File: src/hdl/oprs_pkg.sv
// shared types and constants for the oled page refresh sequencer
// no dependencies
package oprs_pkg;

    localparam int PAGES       = 8;
    localparam int COLUMNS     = 128;
    localparam int STORE_DEPTH = PAGES * COLUMNS;
    localparam int ADDR_W      = $clog2(STORE_DEPTH);
    localparam int COL_W       = $clog2(COLUMNS);
    localparam int HEAD_STEPS  = 3;

    localparam logic [7:0] CMD_PAGE_BASE = 8'hB0;
    localparam logic [7:0] CMD_COL_LOW   = 8'h00;
    localparam logic [7:0] CMD_COL_HIGH  = 8'h10;
    localparam logic [7:0] FILL_ONES     = 8'hFF;
    localparam logic [7:0] FILL_ZEROS    = 8'h00;

    typedef enum logic [2:0] {
        OP_TICK       = 3'd0,
        OP_WRITE      = 3'd1,
        OP_REFRESH    = 3'd2,
        OP_FILL_ZEROS = 3'd3,
        OP_FILL_ONES  = 3'd4
    } t_op;

    typedef enum logic [1:0] {
        SRC_STORE = 2'd0,
        SRC_ZEROS = 2'd1,
        SRC_ONES  = 2'd2
    } t_src;

    typedef enum logic [1:0] {
        ST_CLEAR = 2'd0,
        ST_IDLE  = 2'd1,
        ST_FETCH = 2'd2
    } t_state;

    typedef struct packed {
        logic [2:0] operation;
        logic [2:0] page;
        logic [6:0] column;
        logic [7:0] value;
    } t_in_item;

    typedef struct packed {
        logic [7:0] out_byte;
        logic       is_command;
        logic       frame_end;
    } t_out_item;

    typedef struct packed {
        logic accept;
        logic clear_en;
        logic load_data;
    } t_dp_cmd;

    typedef struct packed {
        logic clear_last;
        logic data_tick;
        logic out_valid;
    } t_dp_status;

endpackage

File: src/hdl/oprs_ctrl.sv
// control state machine: clear pass, item acceptance, store fetch
// depends on oprs_pkg
module oprs_ctrl (
    input  logic               i_clk,
    input  logic               i_rst_n,
    input  logic               i_in_valid,
    input  logic               i_out_stall,
    input  oprs_pkg::t_dp_status i_status,
    output logic               o_in_stall,
    output oprs_pkg::t_dp_cmd  o_cmd
);
    import oprs_pkg::*;

    t_state r_state;
    t_state n_state;
    logic   can_take;

    // the output register must be empty or draining before a beat is taken
    assign can_take = !i_status.out_valid || !i_out_stall;

    always_ff @(posedge i_clk) begin
        if (!i_rst_n) begin
            r_state <= ST_CLEAR;
        end else begin
            r_state <= n_state;
        end
    end

    always_comb begin
        n_state = r_state;
        unique case (r_state)
            ST_CLEAR: begin
                if (i_status.clear_last) begin
                    n_state = ST_IDLE;
                end
            end
            ST_IDLE: begin
                if (i_in_valid && can_take && i_status.data_tick) begin
                    n_state = ST_FETCH;
                end
            end
            ST_FETCH: begin
                n_state = ST_IDLE;
            end
            default: begin
                n_state = ST_CLEAR;
            end
        endcase
    end

    always_comb begin
        o_in_stall      = 1'b1;
        o_cmd.accept    = 1'b0;
        o_cmd.clear_en  = 1'b0;
        o_cmd.load_data = 1'b0;
        unique case (r_state)
            ST_CLEAR: begin
                o_cmd.clear_en = 1'b1;
            end
            ST_IDLE: begin
                o_in_stall   = !can_take;
                o_cmd.accept = i_in_valid && can_take;
            end
            ST_FETCH: begin
                o_cmd.load_data = 1'b1;
            end
            default: begin
                o_in_stall = 1'b1;
            end
        endcase
    end

endmodule

File: config.mk
export PLATFORM = sky130hd
export DESIGN_NAME = oprs_ctrl
export DESIGN_NICKNAME = d
export VERILOG_FILES = /design/src/hdl/oprs_pkg.sv /design/src/hdl/oprs_ctrl.sv
export SDC_FILE = /design/constraint.sdc
export NUM_CORES = 1
export LEC_CHECK = 0
export BUFFER_PORTS_ARGS = -buffer_cell sky130_fd_sc_hd__buf_2
export CAP_MARGIN = 5
export CORE_AREA = 2 2 39 41
export CTS_CLUSTER_DIAMETER = 120
export DETAILED_ROUTE_END_ITERATION = 6
export DIE_AREA = 0 0 41 43
export PLACE_DENSITY = 0.3
export SLEW_MARGIN = 0
export SYNTH_ARGS = -nofsm -noshare
export SYNTH_HDL_FRONTEND = slang
export SYNTH_SLANG_ARGS = --single-unit
export TNS_END_PERCENT = 30
File: constraint.sdc
create_clock -name i_clk -period 2 [get_ports i_clk]
set_clock_uncertainty 0.2 [all_clocks]
set_input_delay 0.6 -clock i_clk [delete_from_list [all_inputs] [get_ports i_clk]]
set_output_delay 0.6 -clock i_clk [all_outputs]
set_load 0.02 [all_outputs]
==> reports/metrics.csv <==
metric,value,unit
antenna violations before repair,0,
most frequent cell on the critical path,buf_2,
total gr overflow,0,
sequential cell area,41.29,µm²
Min-Delay Startpoint,r_state[0],
Unique masters post-synth,9,
Arrival @ worst endpoint,1.12,ns
Switch Pwr,43.33,µW
core box area,1384,µm²
detailed-route via count,144,
post-synth top area cell,dfxtp_1,
Final #Nets,36,
Largest register FFs,2,
iteration count of the initial detailed-routing pass,4,
area grow syn2layout,94.05,%
Ports,11,
Top Registers,r_state x2,
multi-input logic area,70.07,µm²
"Setup violations, final",0,
largest net degree at the start of global routing,5,
cell count of the worst hold path,3,
fmax,0.5211,GHz
Via density,3.349,
DIE WIDTH,41,µm
"Clk pin slew, worst setup/hold paths",0.03,ns
Reg-to-Reg End,r_state[0],
full die area,1763,µm²
area of the mapped netlist,105.1,µm²
R2R cell count,3,
Max Cap Viol,0,
vias in the first global route,135,
synthesized netlist cell count,14,
kind of critical path,input pin to output port,
top-area cell type share of the netlist area,0.3810,
CP Buf/Inv Count,2,
wire length of the first global-routing pass,503,µm
port buffer count,10,
Critical Path RT,1.20,ns
clk root buf,clkbuf_4,
Reg with most FFs,r_state,
final core utilization,0.1474,
Pint,126.8,µW
CTS sink cnt,2,
DRT Wirelength,311,µm
Initial DRC Count,6,
"Largest stage delay, worst path",0.18,ns
status,finished clean,
Critical Path End Type,output port,
WL/cell,7.233,µm
row count,14,
ys async rst share,0,
sw frac,0.2548,
Final min period,1.919,ns
Setup Buffers After CTS,0,
"Net Count, Synth",21,
diode count,0,
actual slew at the worst max-slew pin,0.1706,ns
"EDFF count, synth",0,
Comb pwr share,0.213,
Final ANT Viol Nets,0,
static leakage,0.0001017,µW
unrepaired setup endpoints after global routing,no,
Final Hold Viols,0,
Skew-Pair Late Insertion Delay,0.22,ns
hold endpoint,r_state[1],
worst hold path type,register to register,
Worst R2R Setup Slack,0.99,ns
starting density of the core,0.07595,
commonest cells in the netlist,"3 x nand2_1, 3 x nor2_1, 2 x dfxtp_1",
Yosys warning count,0,
setup_tns,0,ns
sequential share of power,0.273,
CP cell instances,"buf_2, nand2_1, and3_1, buf_2",
sequential fraction of the synthesis area,0.3810,
CTS Buffer Depth,2,
part of the power in the clock network,0.514,
crit path launch type,input pin,
syn_area_per_cell,7.507,µm²
height of the die,43,µm
Final Cycle Share,0.9595,
"top cells by area, synth","dfxtp_1 38%, nand2_1 11%, nor2_1 11%, a31o_1 8.3%, nor2b_2 8.3%",
normalized max-slew margin,0.8861,
GRT Resource Usage Total,0.05210,
cell area power density,834.0,nW/µm²
share of cells above drive strength 1,0.5556,
RD Place Congestion,0.5456,
Critical-path top delay cell,and3_1,
Peak supply drop,136.8,µV
CTS buffer count,3,
CP top delay family,buffers and inverters,
RR Startpoint,r_state[1],
CTS tree,built,
Critical Path Fanout Max,3,
# fillers,166,
"Slew Viols, Final",0,
Max H-tree Level,1,
dominant synthesized flop cell,dfxtp_1,
residual DRC count,0,
Synth Register Bits,2,
metrics by stage:
step | hold WS (ns) | instances | area [µm²] | total power (µW) | setup slack (ns)
after floorplan | 0.3413 | 14 | 105.1 | 66.23 | 0.2659
after global placement | 0.3616 | 40 | 175.2 | 79.66 | 0.1099
after detailed placement | 0.3691 | 40 | 175.2 | 80.35 | 0.08510
after CTS | 0.3746 | 43 | 197.7 | 175.9 | 0.04851
after global routing | 0.4273 | 43 | 203.9 | 187.9 | 0.02616
final | 0.3900 | 43 | 203.9 | 170.1 | 0.08097
kinds of logic after synthesis:
| family | Yosys count | synth area share |
|---|---|---|
| compound gates | 1 | 0.08335 |
| flops | 2 | 0.3810 |
| simple gates | 11 | 0.5358 |
metal layers:
metal  routed length, µm  share of wire  vias up  GRT usage
met3                  59           0.19        2    0.06283
li1                    -              -       75          -
met1                 154           0.50       56    0.06070
met4                   5          0.016        0    0.06000
met2                  91           0.29       11    0.03750
met5                   0              0        -          0
layout make-up:
class | count | area share
multi-input combinational | 12 | 0.3436
clock buffer | 3 | 0.1104
timing repair buffer | 10 | 0.2454
sequential | 2 | 0.2025
tap | 16 | 0.09816
layout by cell type, fill, tap and decap left out, drive strengths merged:
| master | count |
|---|---|
| nor2 | 3 |
| nand2 | 3 |
| clkbuf | 3 |
| and3 | 1 |
| nand3 | 1 |
| a31o | 1 |
| nor3b | 1 |
| dfxtp | 2 |
| buf | 10 |
| nor2b | 2 |
power groups by stage:
stage	sequential [µW]	combinational, µW	clock (µW)
finish	46.4	36.2	87.4
global route	47.3	40.2	100
CTS	45.6	34.5	95.9
detailed placement	46.0	34.3	0
global placement	45.8	33.8	0
floorplan	45.6	20.6	0
how the worst max path moves through the flow:
stage,from,endpoint,slack [ns],depth (start not counted)
final,i_status[0],o_cmd[2],0.08,4
after global routing,i_status[0],o_cmd[2],0.03,4
after CTS,r_state[0],o_cmd[2],0.05,3
after detailed placement,i_status[0],o_cmd[2],0.09,4
after global placement,i_status[0],o_cmd[2],0.11,4
after floorplan,i_status[0],o_cmd[2],0.27,2
worst min-delay path, delay by kind of cell, from the launching register on:
family / cells / cell delay [ns]
simple gates: 3 / 0.22
flops: 1 / 0.32
timing repair:
| action | 4_1_cts | 5_1_grt |
|---|---|---|
| resized for setup | 0 | 2 |
| hold buffers | 0 | 0 |
| endpoints found under the setup margin | 0 | 1 |
No activity file was read; power rests on OpenSTA's default activity.
